[src/rtl/zba_pkg.sv]
// Shared constants, types and codes of the zone bitmap allocator.
`timescale 1ns / 1ps
`default_nettype none

package zba_pkg;

  localparam int BITS_PER_MAP  = 8192;
  localparam int MAX_MAPS      = 8;
  localparam int WORD_W        = 32;
  localparam int WORDS_PER_MAP = BITS_PER_MAP / WORD_W;
  localparam int STORE_WORDS   = MAX_MAPS * WORDS_PER_MAP;
  localparam int ADDR_W        = $clog2(STORE_WORDS);
  localparam int CNT_W         = ADDR_W + 1;
  localparam int BIT_W         = $clog2(WORD_W);
  localparam int MAP_SHIFT     = $clog2(BITS_PER_MAP);
  localparam int LIM_W         = $clog2(MAX_MAPS * BITS_PER_MAP) + 1;
  localparam int ZONE_W        = 16;
  localparam int BLK_W         = ZONE_W + 1;
  localparam int MAPB_W        = 4;
  localparam int LZS_W         = 3;
  localparam int FREE_W        = 23;
  localparam int STATUS_W      = 3;

  typedef logic [ADDR_W-1:0]   addr_t;
  typedef logic [CNT_W-1:0]    cnt_t;
  typedef logic [WORD_W-1:0]   word_t;
  typedef logic [BIT_W-1:0]    pos_t;
  typedef logic [BIT_W:0]      ones_t;
  typedef logic [LIM_W-1:0]    lim_t;
  typedef logic [ZONE_W-1:0]   zone_t;
  typedef logic [BLK_W-1:0]    blk_t;
  typedef logic [MAPB_W-1:0]   mapb_t;
  typedef logic [FREE_W-1:0]   free_t;
  typedef logic [STATUS_W-1:0] status_t;

  localparam status_t ST_OK      = 3'd0;
  localparam status_t ST_NOSPACE = 3'd1;
  localparam status_t ST_RANGE   = 3'd2;
  localparam status_t ST_ALREADY = 3'd3;
  localparam status_t ST_NOMAP   = 3'd4;

  typedef enum logic [1:0] {
    OP_ALLOC = 2'd0,
    OP_FREE  = 2'd1,
    OP_COUNT = 2'd2,
    OP_LOAD  = 2'd3
  } op_t;

  typedef enum logic [1:0] {
    CFG_FIRST_DATA_ZONE = 2'd0,
    CFG_ZONE_COUNT      = 2'd1,
    CFG_MAP_BLOCKS      = 2'd2,
    CFG_LOG_ZONE_SIZE   = 2'd3
  } cfg_idx_t;

  typedef enum logic [2:0] {
    S_CLEAR,
    S_IDLE,
    S_FREE_CHK,
    S_FREE_BIT,
    S_SCAN,
    S_ALLOC_SET
  } state_t;

  typedef struct packed {
    logic  has_zero;
    pos_t  zero_pos;
    ones_t ones;
  } wu_res_t;

endpackage

`default_nettype wire

[src/rtl/zba_word_unit.sv]
// Bitmap word unit: first clear bit and masked set-bit count of one word.
`timescale 1ns / 1ps
`default_nettype none

module zba_word_unit (
  input  wire zba_pkg::word_t   word,
  input  wire zba_pkg::word_t   mask,
  output      zba_pkg::wu_res_t res
);

  zba_pkg::word_t masked;
  zba_pkg::pos_t  pos;
  zba_pkg::ones_t ones;

  always_comb begin
    masked = word & mask;
    pos    = '0;
    ones   = '0;
    for (int i = zba_pkg::WORD_W - 1; i >= 0; i--) begin
      if (!word[i]) begin
        pos = zba_pkg::pos_t'(i);
      end
    end
    for (int i = 0; i < zba_pkg::WORD_W; i++) begin
      ones = ones + zba_pkg::ones_t'(masked[i]);
    end
    res.has_zero = ~&word;
    res.zero_pos = pos;
    res.ones     = ones;
  end

endmodule

`default_nettype wire

[config.mk]
export PLATFORM = sky130hd
export DESIGN_NAME = zba_word_unit
export DESIGN_NICKNAME = d
export VERILOG_FILES = /design/src/rtl/zba_pkg.sv /design/src/rtl/zba_word_unit.sv
export SDC_FILE = /design/constraint.sdc
export NUM_CORES = 1
export LEC_CHECK = 0
export ABC_AREA = 1
export BUFFER_PORTS_ARGS = -buffer_cell sky130_fd_sc_hd__buf_2
export CAP_MARGIN = 5
export CORE_MARGIN = 2
export CORE_UTILIZATION = 30
export DETAILED_ROUTE_END_ITERATION = 7
export GPL_ROUTABILITY_DRIVEN = 0
export PLACE_DENSITY_LB_ADDON = 0.08
export SLEW_MARGIN = 20
export SYNTH_ARGS = -nofsm -noshare
export SYNTH_HDL_FRONTEND = slang
export SYNTH_SLANG_ARGS = --single-unit
[constraint.sdc]
create_clock -name vclk -period 5.4
set_input_delay 0.54 -clock vclk [all_inputs]
set_output_delay 0.54 -clock vclk [all_outputs]
set_load 0.05 [all_outputs]
==> results.toml, run 1 <==
[flow_run]
cap_violations = 0

[timing]
min_period_ns = 5.48
setup_violations = 3
finalCritPeriodShare_pct = 102
rsz0062_at_grt = "yes"
setup_slack_ns = -0.0835
final-hold-violation-count = 0
fmax_ghz = 0.182
relSlewSlack_pct = 78.2
drv_slew = 0
finalSetupTns_ns = -0.134
tightest_slew_ns = 0.325

[worst_setup_path]
critical-path-top-delay-family = "adder cells"
crit_slowest_cell = "fa_2"
path_cells = "buf_6, nand2_4, inv_2, fa_1, inv_1, fa_1, inv_2, fa_2, fa_2, fa_1, inv_1, fa_1, inv_1, ha_2, inv_2, fa_2, o21ai_2, xor2_2, buf_6"
critPathCaptureType = "output port"
cp_num_buf_inv = 8
critPathMaxStageDelay_ns = 0.53
cp_data_arrival_time_ns = 4.94
worstPathRequired_ns = 4.86
cp_common_cell = "fa_1"
worst_setup_path_start_kind = "input pin"
critical_path_class = "input pin to output port"
cp_max_fo = 2

[final_layout]
area_growth_pct = 60.0
final-seq-area_um2 = 0
nFillCells = 431
layout-drive-gt1-share_pct = 42.4
seq_cell_count = 0
clock_buffers = 0
n_antenna_cell = 0
fin_nets = 392
multi_input_area_mm2 = 0.00115

[synth]
synth_cells = 199
synth_most_common_cell = "nand2_1"
synth_commonest_cells = "nand2_1, inv_1, fa_1, nor2_1, ha_1"
synth_seq_area_share_pct = 0
yosys.area.top_type_share_pct = 38.2
synth.distinct_cells = 17
synth.net_count = 294
synth_area_leader_cell = "fa_1"
syn-cell-area_mm2 = 0.00126
synth_top_cells_by_area = "fa_1, nand2_1, inv_1"
avgSynthCellArea_um2 = 6.32
yosys_warnings = 0

[detailed_routing]
vias = 1456
drt_iter0_drc = 36
drt-vias-per-instance = 4.22
totalWireLength_um = 3280
wl_met3_um = 219
firstDrtPassIters = 4
wl_per_cell_um = 9.52
routed.top_layer = "met3"
wl_met2_um = 1540
ant_nets = 0
wl_met1_um = 1520
route.detailed.drc = 0

[grt]
grt_pass1_wl_um = 5520
grt_max_degree = 5
grt_pass1_vias = 1351
grtUsageTotal_pct = 15.1
antenna_found_initial = 0
global_route.overflow_total = 0

[outcome]
violations = "setup timing"
status = "finished with violations"

[floorplanning]
coreArea_mm2 = 0.00403
num_io_pins = 76
rows = 23
die_x_um = 68.7
start_util_pct = 31.2
dieArea_mm2 = 0.00473
die-height_um = 68.7

[place]
dpl.hpwl_um = 3100
io_buffers = 76

[power]
power_uw = 1360
power_density_mw_per_mm2 = 678
peakVddDrop_v = 0.000702
p_leak_uw = 0.00126

[worst_hold_path]
hp-class = "input pin to output port"
==> metrics by stage <==
stage	setup WS, ns	area (um^2)	utilization, %	hold WS [ns]	instances
floorplan	-0.265	1280	-	1.23	199
global placement	-0.361	1870	46.4	1.48	345
detailed placement	-0.343	1870	46.4	1.47	345
CTS	-0.164	1960	48.6	1.47	346
global route	-0.259	2010	49.9	1.50	345
finish	-0.0835	2010	49.9	1.47	345
==> kinds of logic (layout without fill, tap and decap cells) <==
family	after synthesis	count (layout)	share of synthesized area, %
compound gates	11	11	5.57
xor+xnor	3	3	2.09
fa+ha+maj	31	31	45.2
buf+inv	49	145	14.6
simple gates	105	105	32.5
==> layout make-up <==
type	count	share of cell area [%]
multi-input cells	150	57.4
inverters	49	9.14
well taps	50	3.11
repair buffers	96	30.3
==> per-layer routing <==
layer  up-vias  track usage [%]
met3         0            0.325
met2        38             26.3
met5         -                0
met1       641             22.3
met4         0                0
li1        777                -
==> power breakdown <==
group | switching [uW] | internal (uW) | total, uW | leakage, uW
logic | 781 | 583 | 1360 | 0.00126
registers | 0 | 0 | 0 | 0
clock network | 0 | 0 | 0 | 0
total | 781 | 583 | 1360 | 0.00126
==> path summary, 6_finish.rpt <==
kind / from / cells after the start / end
max: mask[15] / 19 / res[4]
min: word[2] / 3 / res[7]
==> layout by cell type, fill, tap and decap left out, types with 3 or more instances in the layout <==
master    n
nand2_1  74
buf_2    65
inv_1    38
fa_1     21
buf_4    17
nor2_1   16
buf_6    14
inv_2    11
ha_1      5
nand2_2   4
nand4_1   4
a31oi_1   3
fa_2      3
==> what timing repair did <==
item                       CTS  global route
buffers inserted             1             1
hold endpoints to repair     0             0
pin swaps                   13            21
gates resized for setup     27            21
hold buffers                 0             0
setup endpoints to repair    5             5
Note: power is estimated with default switching activity, not from simulation.
==> run 2: changes to the inputs <==
--- a/config.mk
+++ b/config.mk
@@ -12,7 +12,6 @@
 export CORE_UTILIZATION = 30
 export DETAILED_ROUTE_END_ITERATION = 7
 export GPL_ROUTABILITY_DRIVEN = 0
-export PLACE_DENSITY_LB_ADDON = 0.08
 export SLEW_MARGIN = 20
 export SYNTH_ARGS = -nofsm -noshare
 export SYNTH_HDL_FRONTEND = slang
==> run 2 against run 1 <==
  * The flow still finishes with violations (setup timing)
  * Total power is 2.7% lower
  * First-iteration DRC count is 19% lower
  * Maximum frequency is 0.62% lower
  * Setup slack worse by 0.034 ns
  * Design area is 2.2% lower
  * Critical path depth stayed put
  * Clock-buffer cell count stayed put
  * Flip-flop and latch count stayed put
  * Largest power group unchanged
==> results.toml, run 2 (synthesized netlist as in run 1, its figures left out) <==
[grt]
global_route.overflow_total = 0
grt_pass1_wl_um = 5460
grt_pass1_vias = 1340
antenna_found_initial = 0
grt_max_degree = 5
grtUsageTotal_pct = 14.8

[final_layout]
area_growth_pct = 56.4
nFillCells = 425
finalNonFillerCells = 346
final_common_cell = "nand2_1"
seq_cell_count = 0
layout_common_cells = "nand2_1, buf_2, inv_1"
fin_nets = 393
layout-drive-gt1-share_pct = 39.9
n_antenna_cell = 0
final_cell_area_mm2 = 0.00197
clock_buffers = 0
final-seq-area_um2 = 0

[power]
power_density_mw_per_mm2 = 675
comb_power_share_pct = 100.0
pwr-share-clk_pct = 0
peakVddDrop_v = 0.000954
p_switching_uw = 773
sequentialPowerShare_pct = 0
p_leak_uw = 0.00125
power_switching_share_pct = 58.2
p_int_uw = 555

[worst_setup_path]
critical_path_class = "input pin to output port"
worst_setup_path_start_kind = "input pin"
critPathCaptureType = "output port"
path_cells = "buf_6, nand2_4, inv_2, fa_1, inv_2, fa_1, inv_2, fa_1, fa_1, fa_1, inv_2, fa_1, inv_2, ha_4, inv_2, fa_2, o21ai_2, xor2_2, buf_6"
crit_slowest_cell = "fa_1"
cp_max_fo = 2
critPathMaxStageDelay_ns = 0.55
worstPathRequired_ns = 4.86
cp_data_arrival_time_ns = 4.98
cp_num_buf_inv = 8
critical-path-top-delay-family = "adder cells"

[place]
dp_cells = 343
preCtsSetupSlack_ns = -0.445
dpl_cell_area_mm2 = 0.00186
dpl.hpwl_um = 3120
io_buffers = 76

[timing]
drv_slew = 0
min_period_ns = 5.52
final-hold-violation-count = 0
tightest_slew_ns = 0.316
finalCritPeriodShare_pct = 102
fmax_ghz = 0.181
rsz0062_at_grt = "yes"
setup_violations = 2
setup_slack_ns = -0.118
finalSetupTns_ns = -0.177
relSlewSlack_pct = 78.8

[floorplanning]
die-height_um = 68.7
num_io_pins = 76
dieArea_mm2 = 0.00473
rows = 23
start_util_pct = 31.2
coreArea_mm2 = 0.00403
die_x_um = 68.7

[detailed_routing]
totalWireLength_um = 3290
route.detailed.drc = 0
ant_nets = 0
firstDrtPassIters = 4
drt_iter0_drc = 29
drt-vias-per-instance = 4.16
wl_per_cell_um = 9.51
vias = 1438

[outcome]
status = "finished with violations"
violations = "setup timing"

[worst_hold_path]
hp-class = "input pin to output port"

[flow_run]
cap_violations = 0
[run 2: power by group through the flow]
stage	Combinational, uW	Clock [uW]	Sequential [uW]
3_3_place_gp	1080	0	0
2_1_floorplan	818	0	0
5_1_grt	1460	0	0
6_report	1330	0	0
3_5_place_dp	1090	0	0
4_1_cts	1290	0	0
[run 2: repair_timing]
item                                    CTS  global route
cloned                                    0             0
hold buffers                              0             0
resized for setup                        29             5
pin swaps                                21            11
endpoints found under the setup margin    5             5
buffers inserted                          2             1
[run 2: final timing paths]
kind                 start  endpoint  slack, ns  cells past startpoint
setup / recovery  mask[11]    res[4]      -0.12                     19
hold / removal     word[2]    res[7]       1.47                      3
[run 2: stage by stage]
step           utilization [%]  hold slack (ns)  power [uW]
2_1_floorplan                -             1.23         818
3_3_place_gp              46.1             1.47        1080
3_5_place_dp              46.1             1.47        1090
4_1_cts                   48.3             1.47        1290
5_1_grt                   48.8             1.49        1460
6_report                  48.8             1.47        1330
[run 2: cell type report]
cell class                      instances  area, um^2  area share (%)
Inverter                               49         184            9.35
Multi-Input combinational cell        150        1130            57.6
Tap cell                               50        62.6            3.18
Timing Repair Buffer                   97         588            29.9
[run 2: per-layer routing]
metal | GRT usage [%] | part of all wire [%] | vias up
met3 | 0.649 | 5.7 | 0
met2 | 25.8 | 49 | 37
met5 | 0 | 0 | -
li1 | - | - | 775
met4 | 0.245 | 0 | 0
met1 | 21.6 | 46 | 626
==> run 3: changes to the inputs <==
--- a/config.mk
+++ b/config.mk
@@ -12,6 +12,7 @@
 export CORE_UTILIZATION = 30
 export DETAILED_ROUTE_END_ITERATION = 7
 export GPL_ROUTABILITY_DRIVEN = 0
+export PLACE_DENSITY = 0.56
 export SLEW_MARGIN = 20
 export SYNTH_ARGS = -nofsm -noshare
 export SYNTH_HDL_FRONTEND = slang
==> constraint.sdc (replaced) <==
create_clock -name vclk -period 6.4
set_input_delay 0.64 -clock vclk [all_inputs]
set_output_delay 0.64 -clock vclk [all_outputs]
set_load 0.05 [all_outputs]
==> run 3 against run 2 <==
  * The flow now finishes without violations
  * Total power down 39%
  * Via count down 3.6%
  * Worst hold slack better by 0.18 ns
  * First-iteration DRC count up 52%
  * Setup slack better by 0.59 ns
  * Final cell count down 6.1%
  * Combinational power down 39%
  * Global-route usage down 0.84 points
  * Clock-buffer cell count unchanged
  * Largest power group unchanged
==> results.toml, run 3 (synthesized netlist as in run 1, its figures left out) <==
[outcome]
status = "complete, no violations"

[floorplanning]
num_io_pins = 76
die-height_um = 68.7
coreArea_mm2 = 0.00403
die_x_um = 68.7
rows = 23
dieArea_mm2 = 0.00473
start_util_pct = 31.2

[power]
p_leak_uw = 0.00114
power_density_mw_per_mm2 = 477
peakVddDrop_v = 0.000739

[final_layout]
final_common_cell = "nand2_1"
n_antenna_cell = 0
seq_cell_count = 0
final-seq-area_um2 = 0
nFillCells = 458
layout-drive-gt1-share_pct = 28.0
layout_common_cells = "nand2_1, buf_2, inv_1"
area_growth_pct = 35.2
clock_buffers = 0
fin_nets = 372

[timing]
tightest_slew_ns = 0.373
fmax_ghz = 0.169
relSlewSlack_pct = 75.0
drv_slew = 0
finalSetupTns_ns = 0
setup_violations = 0
hold_slack_ns = 1.65
min_period_ns = 5.93
final-hold-violation-count = 0
finalCritPeriodShare_pct = 92.7
rsz0062_at_grt = "no"

[worst_setup_path]
worstPathRequired_ns = 5.76
cp_common_cell = "fa_1"
critPathMaxStageDelay_ns = 0.54
critical_path_class = "input pin to output port"
critPathCaptureType = "output port"
cp_data_arrival_time_ns = 5.29
critPathCapture = "res[4]"
path_cells = "buf_2, nand2_1, inv_1, fa_1, fa_1, inv_1, fa_1, inv_1, fa_1, fa_1, inv_1, fa_1, inv_1, ha_1, inv_1, fa_1, o21ai_0, xor2_1, buf_2"
cp_max_fo = 4
crit_slowest_cell = "fa_1"
startpoint = "word[27]"
worst_setup_path_start_kind = "input pin"

[detailed_routing]
totalWireLength_um = 3080
drt-vias-per-instance = 4.26
drt_iter0_drc = 44
vias = 1386
wl_per_cell_um = 9.48
firstDrtPassIters = 4
ant_nets = 0
route.detailed.drc = 0

[clock_tree]
cts_resized = 0
post_cts_buffers = 0
hold_buffers = 0

[grt]
grtUsageTotal_pct = 14.0
antenna_found_initial = 0
grt_pass1_vias = 1318
grt_max_degree = 5
global_route.overflow_total = 0
grt_pass1_wl_um = 5220

[worst_hold_path]
hp-class = "input pin to output port"

[place]
io_buffers = 76
dpl.hpwl_um = 2980

[flow_run]
cap_violations = 0
[run 3: changes by cell type in the layout (fill, tap and decap cells not counted), moves of 3 or more]
cell     before  now
buf_6         8    0
buf_4        21    0
buf_2        68   76
nand2_1      77   80
inv_1        39   49
inv_2        10    0
[run 3: layer usage]
layer | wire, um | vias up | global-route usage (%)
met5 | 0 | - | 0
met4 | 14 | 0 | 0.980
met3 | 145 | 2 | 0.325
met2 | 1470 | 37 | 25.0
met1 | 1450 | 607 | 19.7
li1 | - | 740 | -
[run 3: power by group]
group,switching [uW],internal (uW)
clock,0,0
combinational,567,245
sequential,0,0
total,567,245
[run 3: final cells by class]
type / instances / area, um^2 / share of cell area, %
tap: 50 / 62.6 / 3.68
timing repair buffer: 76 / 380 / 22.4
multi-input combinational: 150 / 1070 / 63.1
inverter: 49 / 184 / 10.8
[run 3: worst min-delay path by stage]
| stage | start | end | slack [ns] | cells after the start |
|---|---|---|---|---|
| 2_1_floorplan | word[0] | res[6] | 1.43 | 2 |
| 3_3_place_gp | word[1] | res[6] | 1.65 | 3 |
| 3_5_place_dp | word[1] | res[6] | 1.65 | 3 |
| 4_1_cts | word[1] | res[6] | 1.65 | 3 |
| 5_1_grt | word[1] | res[6] | 1.67 | 3 |
| 6_report | word[1] | res[6] | 1.65 | 3 |
[run 3: metrics by stage]
stage	util [%]	setup slack (ns)	power (uW)	instance area, um^2	cells
finish	42.2	0.469	812	1700	325
global route	42.2	0.241	907	1700	325
CTS	42.2	0.451	829	1700	325
detailed placement	42.2	0.492	824	1700	325
global placement	42.2	0.459	828	1700	325
floorplan	-	0.384	661	1260	199
[run 3: critical path, delay by kind of cell]
kind,cells,cell delay [ns]
buffers and inverters,8,0.72
AO/OA/AOI/OAI,1,0.22
adder cells (fa/ha/maj),8,3.45
XOR/XNOR,1,0.18
AND/OR/NAND/NOR,1,0.06
